[src/rtl/core/drf_pkg.sv]
package drf_pkg;

  localparam int QUEUE_DEPTH = 16;
  localparam int PTR_W       = $clog2(QUEUE_DEPTH);
  localparam int CNT_W       = $clog2(QUEUE_DEPTH + 1);

  localparam int OCC_W    = 5;
  localparam int STATUS_W = 3;

  // Command queue between the front and back parts
  localparam int CMDQ_DEPTH = 2;
  localparam int CQ_PTR_W   = $clog2(CMDQ_DEPTH);
  localparam int CQ_CNT_W   = $clog2(CMDQ_DEPTH + 1);

  typedef struct packed {
    logic [63:0] name_lo;
    logic [63:0] name_mid;
    logic [31:0] name_hi;
    logic [63:0] title_lo;
    logic [55:0] title_hi;
    logic [7:0]  grade;
    logic [7:0]  age;
  } rec_t;

  localparam int REC_W = $bits(rec_t);

  typedef enum logic {
    OP_PUSH = 1'b0,
    OP_POP  = 1'b1
  } op_t;

  typedef struct packed {
    op_t  op;
    rec_t rec;
  } cmd_t;

  typedef enum logic [STATUS_W-1:0] {
    ST_PUSHED = 3'd0,
    ST_DUP    = 3'd1,
    ST_POPPED = 3'd2,
    ST_EMPTY  = 3'd3,
    ST_FULL   = 3'd4
  } status_t;

  typedef enum logic [1:0] {
    BK_IDLE,
    BK_SCAN,
    BK_EXEC
  } bk_state_t;

endpackage

[src/rtl/core/drf_front.sv]
module drf_front import drf_pkg::*; (
  input  logic clk,
  input  logic rst,
  input  logic start,
  input  logic mode,
  input  rec_t rec_in,
  output logic busy,
  output logic head_valid,
  output cmd_t head_cmd,
  input  logic head_take
);

  cmd_t                slot [CMDQ_DEPTH];
  logic [CQ_PTR_W-1:0] wr_ptr;
  logic [CQ_PTR_W-1:0] rd_ptr;
  logic [CQ_CNT_W-1:0] fill;
  logic [CQ_CNT_W-1:0] fill_next;
  logic                accept;
  cmd_t                new_cmd;

  function automatic logic [CQ_PTR_W-1:0] cq_advance(input logic [CQ_PTR_W-1:0] p);
    return (p == CQ_PTR_W'(CMDQ_DEPTH - 1)) ? '0 : p + 1'b1;
  endfunction

  assign busy       = (fill == CQ_CNT_W'(CMDQ_DEPTH));
  assign accept     = start && !busy;
  assign head_valid = (fill != '0);
  assign head_cmd   = slot[rd_ptr];

  // Classify: pops carry no record, so blank it
  always_comb begin
    new_cmd.op  = op_t'(mode);
    new_cmd.rec = (new_cmd.op == OP_POP) ? '0 : rec_in;
  end

  always_comb begin
    case ({accept, head_take})
      2'b10:   fill_next = fill + 1'b1;
      2'b01:   fill_next = fill - 1'b1;
      default: fill_next = fill;
    endcase
  end

  always_ff @(posedge clk) begin
    if (accept) begin
      slot[wr_ptr] <= new_cmd;
    end
  end

  always_ff @(posedge clk) begin
    if (rst) begin
      wr_ptr <= '0;
      rd_ptr <= '0;
      fill   <= '0;
    end else begin
      if (accept) begin
        wr_ptr <= cq_advance(wr_ptr);
      end
      if (head_take) begin
        rd_ptr <= cq_advance(rd_ptr);
      end
      fill <= fill_next;
    end
  end

endmodule

[config.mk]
export PLATFORM = sky130hd
export DESIGN_NAME = drf_front
export DESIGN_NICKNAME = d
export VERILOG_FILES = /design/src/rtl/core/drf_pkg.sv /design/src/rtl/core/drf_front.sv
export SDC_FILE = /design/constraint.sdc
export NUM_CORES = 1
export LEC_CHECK = 0
export ABC_AREA = 1
export BUFFER_PORTS_ARGS = -buffer_cell sky130_fd_sc_hd__buf_4
export CAP_MARGIN = 20
export CORE_MARGIN = 4
export CORE_UTILIZATION = 43
export DETAILED_ROUTE_END_ITERATION = 8
export PLACE_DENSITY_LB_ADDON = 0.05
export SLEW_MARGIN = 25
export SYNTH_ARGS = -nofsm -noshare
export SYNTH_HDL_FRONTEND = slang
export SYNTH_SLANG_ARGS = --single-unit
[constraint.sdc]
create_clock -name clk -period 16.25 [get_ports clk]
set_input_delay 4.0625 -clock clk [delete_from_list [all_inputs] [get_ports clk]]
set_output_delay 4.0625 -clock clk [all_outputs]
set_load 0.02 [all_outputs]
Yosys cells after proc, flatten, opt, wreduce, memory -nomap -nowiden

Memory sizes are Yosys's and may differ from the RTL's. A register that Yosys moved wholly into a read port is not among the register bits.
Index checks and enable logic that the tools add are counted.
Widths: inputs -> output; s select.

Logic and storage cells: 23
RAM bits: 594
Memories kept: 1
Register bits after elaboration: 4
Output and inout port bits: 299
Input port bits: 301

Equal/unequal tests: 3
Mux-type cells: 8
Add/sub/neg operators: 4
Reductions and logical operators: 4

Memory list:

| name | words | bits a word | rd ports | clocked after memory_dff | wr ports | RTL line        | source |
|---|---|---|---|---|---|---|---|
| slot | 2     | 297         | 1        | 1                        | 1        | drf_front.sv:13 | `cmd_t slot [CMDQ_DEPTH];` |

Operator list:

| kind                | count |
|---|---|
| $mux 296            | 1 |
| $mux 1              | 6 |
| $eq 2x2->1 const B  | 2 |
| $pmux 2 s2          | 1 |
| $reduce_bool 2->1   | 2 |
| $add 1x1->1 const B | 2 |
| $add 2x1->2 const B | 1 |
| $eq 2x1->1 const B  | 1 |
| $sub 2x1->2 const B | 1 |
| $logic_and 1x1->1   | 1 |
| $logic_not 1->1     | 1 |

Logic depth before layout (Yosys ltp)

Gate-level depths: netlist of run 1.

Depth after elaboration: 5
Depth in mapped cells: 10
Mapped depth without buffers: 10

Worst setup path before layout of run 1

No wires, ideal clock.

Path kind: input port to flip-flop
Start: input start
End: memory slot[0][0] (netlist name), enable pin
Library setup time: 961 ps
Path slack: -1332 ps
Stages on the path: 4
Required time: 15289 ps
Arrival: 16622 ps
Cells stage by stage: inv_1 -> nor2_1 -> inv_1 -> nor2_1

Longest elaborated chain between the ends: 3

RTL lines:

| element                      | RTL line        | source |
|---|---|---|
| from (decl)                  | drf_front.sv:4  | `input logic start,` |
| $logic_and 1x1->1            | drf_front.sv:26 | `assign accept = start && !busy;` |
| $mux 1                       | drf_front.sv:45 | `if (accept) begin` |
| $mux 1 (not written as such) | drf_front.sv:46 | `slot[wr_ptr] <= new_cmd;` |
| to (decl)                    | drf_front.sv:13 |  |

No other way between the ends.

==> results of run 1 <==
## state kept, by name, summed over array words and instances (netlist names), named ones only
signal	flops
slot	594
fill	2
rd_ptr	1
wr_ptr	1
## routing by layer
layer,wire [um],part of all wire [%],vias up
li1,-,-,6651
met1,25000,39,7016
met2,32100,50,463
met3,5820,9.0,92
met4,1490,2.3,10
met5,63,0.098,-
## layout by cell type, fill, tap and decap left out, drive strengths merged
cell / Yosys / final
clkbuf: 6 / 79
buf: 60 / 612
inv: 304 / 311
clkinvlp: 0 / 1
o21ai: 1 / 1
xnor2: 1 / 1
nor2: 307 / 307
a21oi: 1 / 1
edfxtp: 594 / 594
nand2: 7 / 7
diode: 0 / 16
ha: 1 / 1
bufinv: 0 / 6
mux2: 297 / 297
nand4: 1 / 1
dfxtp: 5 / 5
clkinv: 0 / 28
## cells by family after synthesis
group,share of synthesized area (%)
buffers and inverters,6.53
AO/OA/AOI/OAI,0.0400
flip-flops,71.8
AND/OR/NAND/NOR,4.74
adder cells (fa/ha/maj),0.0501
multiplexers,16.8
XOR/XNOR,0.0350
## cell type report
cell class,count,area share [%]
Timing Repair Buffer,612,14.3
Sequential cell,599,55.6
Inverter,304,3.56
Clock inverter,42,1.20
Antenna cell,16,0.124
Multi-Input combinational cell,616,16.8
Tap cell,765,2.97
Clock buffer,79,5.34
## per-stage QoR
step,hold slack (ns),power [mW]
CTS,0.516,4.09
global route,0.553,4.20
global placement,0.490,2.62
detailed placement,0.501,2.63
finish,0.518,4.04
floorplan,0.476,2.35
## path summary, 6_finish.rpt
check             endpoint  slack (ns)  cells past startpoint
min              flip-flop        0.52                      2
max reg2reg   slot[1][196]       12.69                      6
min reg2reg      flip-flop        0.52                      2
max          head_cmd[109]        8.54                      4
## worst register-to-register path, cell delays in order, from the launching register on
cell,delay (ns)
dfxtp_1,0.38
nor2_1,0.10
nor2_1,0.17
nand2_1,0.18
inv_8,0.63
buf_4,0.83
buf_4,0.85
## power by group through the flow
stage	Clock, mW	Sequential [mW]	Combinational (mW)
6_report	1.45	1.88	0.701
5_1_grt	1.56	1.89	0.743
4_1_cts	1.49	1.88	0.715
3_5_place_dp	0	1.92	0.713
3_3_place_gp	0	1.91	0.709
2_1_floorplan	0	1.93	0.426
==> results.json, run 1 <==
{
  "grt_start_max_net_pins": 166,
  "ant_nets": 0,
  "dp_hpwl_um": 44500,
  "synth_common_cells": "edfxtp_1 (594), nor2_1 (307), inv_1 (304)",
  "grt_most_used_layer": "met2",
  "post-place-ws_ns": 8.84,
  "cts_tree": "done",
  "numPortBuffers": 599,
  "p_per_area_nw_per_um2": 125,
  "synth_top_area_share_pct": 71.4,
  "async_flop_share_pct": 0,
  "synth_area_um2": 25000,
  "ys.flop_type": "edfxtp_1",
  "min_period_ns": 7.72,
  "cp_cell_sequence": "buf_6 -> buf_4 -> mux2_4 -> buf_4",
  "regArea_um2": 17900,
  "rsz0062_at_grt": "false",
  "post-route-drc-count": 0,
  "gr-total-overflow": 0,
  "worstPathMaxFanout": 67,
  "holdCritPathClass": "flip-flop to flip-flop",
  "globalRouteTotalUtil_pct": 20.0,
  "synth.ff_latch_count": 599,
  "final_util_pct": 56.0,
  "syn_to_final_growth_pct": 29.0,
  "worst_slack_ns": 8.54,
  "p_sw_share_pct": 25.2,
  "cap_violations": 0,
  "core_area_um2": 57600,
  "slew_headroom_pct": 31.1,
  "cts_max_path_buffers": 3,
  "worstPathRequired_ns": 12.19,
  "vias_per_cell": 4.69,
  "drive_gt1_share_pct": 44.8,
  "num_rows": 88,
  "clk_latency_ns": 0.59,
  "status": "completed",
  "synth_edf_count": 594,
  "seqPwrFrac_pct": 46.6,
  "crit_buf_inv": 3,
  "critPathArrivalTime_ns": 3.65,
  "start_util_pct": 43.4,
  "route.vias.total": 14232,
  "hp-start": "rd_ptr",
  "cp_slowest_cell": "buf_4",
  "grt_pass1_wl_um": 93200,
  "hold_viol": 0,
  "cts_resized": 0,
  "power_leakage_nw": 14.0,
  "cp_slowest_stage_delay_ns": 0.86,
  "clkPwrFrac_pct": 36.0,
  "finalNetCount": 2501,
  "totalWireLength_um": 64500,
  "drt_iter0_markers": 752,
  "setup-tns-final_ns": 0,
  "postCtsSetupRepairBufs": 0,
  "setup_viol": 0,
  "n_fill_cell": 4899,
  "netSwitchingPower_mw": 1.02,
  "synth_top_area_cell": "edfxtp_1",
  "comb_power_share_pct": 17.4,
  "crit_type": "flip-flop to output port",
  "htree_levels": 3,
  "clock.fmax_mhz": 130,
  "power.internal_mw": 3.02,
  "syn-num-nets": 1887,
  "place_congestion": 0.807,
  "dieArea_um2": 62000,
  "rr_startpoint": "fill[0]",
  "gr-usage-met3_pct": 7.61,
  "end_kind": "output port",
  "synth_cells": 1585,
  "numCtsBuffers": 66,
  "timing_worst_slew_pin_value_ns": 1.03,
  "postCtsHoldBufs": 0,
  "io_pins": 600,
  "path_clk_slew_ns": 0.06,
  "placed_cell_area_um2": 30100,
  "wl_per_cell_um": 21.3,
  "final-instance-count-excl-fill": 3033,
  "synth_most_common_cell": "edfxtp_1",
  "grt_pass1_vias": 14653,
  "cts.sinks": 599,
  "cts_root_buf": "clkbuf_16",
  "clock_skew_ns": 0.0190,
  "maxSlewViolCount": 0,
  "die_w_um": 249,
  "ys_types": 15,
  "synthTopCellsByArea": "edfxtp_1 (71%), mux2_4 (14%), nor2_1 (4.6%)",
  "dieHeight_um": 249,
  "grt_util_met2_pct": 33.1,
  "multi_input_area_um2": 5430,
  "ys_warn_count": 0,
  "avgSynthCellArea_um2": 15.8,
  "peakVddDrop_uv": 79.8,
  "place_inst": 2896,
  "crit_family": "buffers and inverters",
  "drt_first_pass_iters": 4,
  "crit_path_frequent_cell": "buf_4",
  "grt_util_met1_pct": 23.8,
  "ys_seq_area_share_pct": 71.8,
  "start_kind": "flip-flop",
  "period_share_pct": 47.5,
  "final_area_um2": 32200,
  "antenna_found_initial": 20
}
Power figures use the tool's default switching activity.
==> run 2: changes to the inputs <==
Settings changed: ABC_AREA 1 to 0.
Clock period 16.25 ns to 7.3 ns, I/O delays scaled along.
==> run 2 against run 1 <==
Critical path depth is 1 lower. Via count shrank 8.4%. Power grew 120%. Sequential share of layout area up 2.7 points. Global-route usage rose by 0.20 points. Cell area fell by 4.6%. Cell count shrank 13%. Synthesized cell count decreased by 19%.
==> results.json, run 2 <==
{
  "p_per_area_nw_per_um2": 286,
  "syn-num-nets": 1580,
  "end_kind": "output port",
  "synth_edf_count": 594,
  "final_area_um2": 30700,
  "synth_common_cells": "edfxtp_1 (594), mux2_2 (297), nor2b_1 (290)",
  "path_clk_slew_ns": 0.06,
  "min_period_ns": 4.55,
  "top_register": "slot",
  "ys_seq_area_share_pct": 75.6,
  "clk_latency_ns": 0.58,
  "clock_skew_ns": 0.0208,
  "ys_warn_count": 0,
  "largest_reg_flops": 594,
  "post-route-drc-count": 0,
  "cap_violations": 0,
  "power_leakage_nw": 11.5,
  "route.vias.total": 13037,
  "maxSlewViolCount": 0,
  "crit_buf_inv": 2,
  "cts_root_buf": "clkbuf_16",
  "clock.fmax_mhz": 220,
  "critPathArrivalTime_ns": 2.72,
  "placed_cell_area_um2": 28800,
  "dieHeight_um": 243,
  "cts_resized": 0,
  "synth_most_common_cell": "edfxtp_1",
  "postCtsHoldBufs": 0,
  "drt_first_pass_iters": 5,
  "cp_slowest_cell": "dfxtp_4",
  "rrSetupSlack_ns": 4.65,
  "postCtsSetupRepairBufs": 0,
  "hold_viol": 0,
  "core_area_um2": 54200,
  "rsz0062_at_grt": "false",
  "setup_viol": 0,
  "synth_cells": 1278,
  "slew_headroom_pct": 34.1,
  "drt_iter0_markers": 721,
  "mostFrequentLayoutCells": "buf_4 (599), edfxtp_1 (594), mux2_2 (297)",
  "start_util_pct": 43.7,
  "post-place-ws_ns": 3.25,
  "globalRouteTotalUtil_pct": 20.2,
  "antenna_found_initial": 13,
  "status": "completed",
  "holdCritPathClass": "flip-flop to flip-flop",
  "numPortBuffers": 599,
  "dieArea_um2": 59000,
  "cp_slowest_stage_delay_ns": 0.76,
  "crit_type": "flip-flop to output port",
  "synth_area_um2": 23700,
  "period_share_pct": 62.3,
  "largestRegisters": "slot (594), fill (2)",
  "totalWireLength_um": 61600,
  "die_w_um": 243,
  "synth_top_area_share_pct": 75.2,
  "drive_gt1_share_pct": 51.3,
  "crit_family": "buffers and inverters",
  "htree_levels": 3,
  "worstPathRequired_ns": 5.48,
  "grt_pass1_wl_um": 88700,
  "avgSynthCellArea_um2": 18.6,
  "ys_types": 22,
  "numCtsBuffers": 66,
  "synth_top_area_cell": "edfxtp_1",
  "timing_worst_slew_pin_value_ns": 0.989,
  "peakVddDrop_uv": 184,
  "wl_per_cell_um": 23.3,
  "gr-total-overflow": 0,
  "worst_slack_ns": 2.75,
  "start_kind": "flip-flop",
  "synthTopCellsByArea": "edfxtp_1 (75%), mux2_2 (14%), nor2b_1 (7.6%)",
  "total_power_mw": 8.81,
  "dp_hpwl_um": 41800,
  "grt_start_max_net_pins": 165,
  "io_pins": 600,
  "ant_nets": 0,
  "cts_max_path_buffers": 3,
  "finalNetCount": 2189,
  "cts_tree": "done",
  "place_congestion": 0.822,
  "num_rows": 85,
  "grt_pass1_vias": 13856,
  "cp_cell_sequence": "buf_4 -> mux2_2 -> buf_4",
  "vias_per_cell": 4.94,
  "synth.ff_latch_count": 599,
  "n_fill_cell": 4394,
  "async_flop_share_pct": 0,
  "setup-tns-final_ns": 0,
  "ys.flop_type": "edfxtp_1",
  "cts.sinks": 599,
  "worstPathMaxFanout": 64,
  "layout_commonest_cell": "buf_4",
  "crit_path_frequent_cell": "buf_4",
  "syn_to_final_growth_pct": 29.6
}
## run 2: cell types whose count changed in the layout (fill, tap and decap cells not counted), moves of 7 or more
cell      before  now
nor2_1       306    3
inv_1        303    1
diode_2       16    9
buf_4        608  599
mux2_4       230    0
nor2b_1        0  290
mux2_2        67  297
clkbuf_1      11   19
## run 2: through the flow
step	hold slack, ns	utilization (%)	instances
after global placement	0.477	53.1	2515
after CTS	0.497	56.7	2631
after floorplan	0.451	-	1278
after detailed placement	0.489	53.1	2515
final	0.494	56.7	2640
after global routing	0.532	56.7	2639
## run 2: cells by family after synthesis
family,Yosys count,share of synthesized area (%)
DFF,599,75.6
and+or+nand+nor,305,8.04
muxes,297,14.1
buffers and inverters,69,2.00
AOI/OAI and AO/OA,4,0.0844
xor gates and xnor gates,3,0.111
adders and majority gates,1,0.0527
## run 2: final timing paths
path,start,to,cells past startpoint
hold reg to reg,wr_ptr,wr_ptr,2
setup reg to reg,fill[0],slot[0][168],5
hold / removal,wr_ptr,wr_ptr,2
setup / recovery,flip-flop,head_cmd[160],3
## run 2: final cells by class
| class | instances | area (um^2) | area share [%] |
|---|---|---|---|
| clock inverter | 28 | 134 | 0.435 |
| clock buffer | 88 | 1800 | 5.85 |
| tap | 696 | 871 | 2.83 |
| sequential | 599 | 17900 | 58.3 |
| antenna | 9 | 22.5 | 0.0732 |
| inverter | 3 | 15.0 | 0.0488 |
| timing repair buffer | 607 | 4650 | 15.1 |
| multi-input combinational | 610 | 5320 | 17.3 |
## run 2: worst min-delay path, cell delays in order (launching register included)
cell,delay (ns)
dfxtp_1,0.31
o21ai_0,0.07
a21oi_1,0.07
## run 2: report_power, final
part | internal, mW | leakage [nW] | switching (mW) | total (mW)
Clock | 1.73 | 0.941 | 1.26 | 2.99
Sequential | 4.17 | 5.73 | 0.0865 | 4.25
Combinational | 0.684 | 4.86 | 0.885 | 1.57
Total | 6.58 | 11.5 | 2.23 | 8.81
## run 2: routing by layer
layer,part of all wire [%],global-route usage (%)
met1,38,23.2
met2,51,34.3
met3,8.1,7.43
met4,3.6,7.91
met5,0.093,0
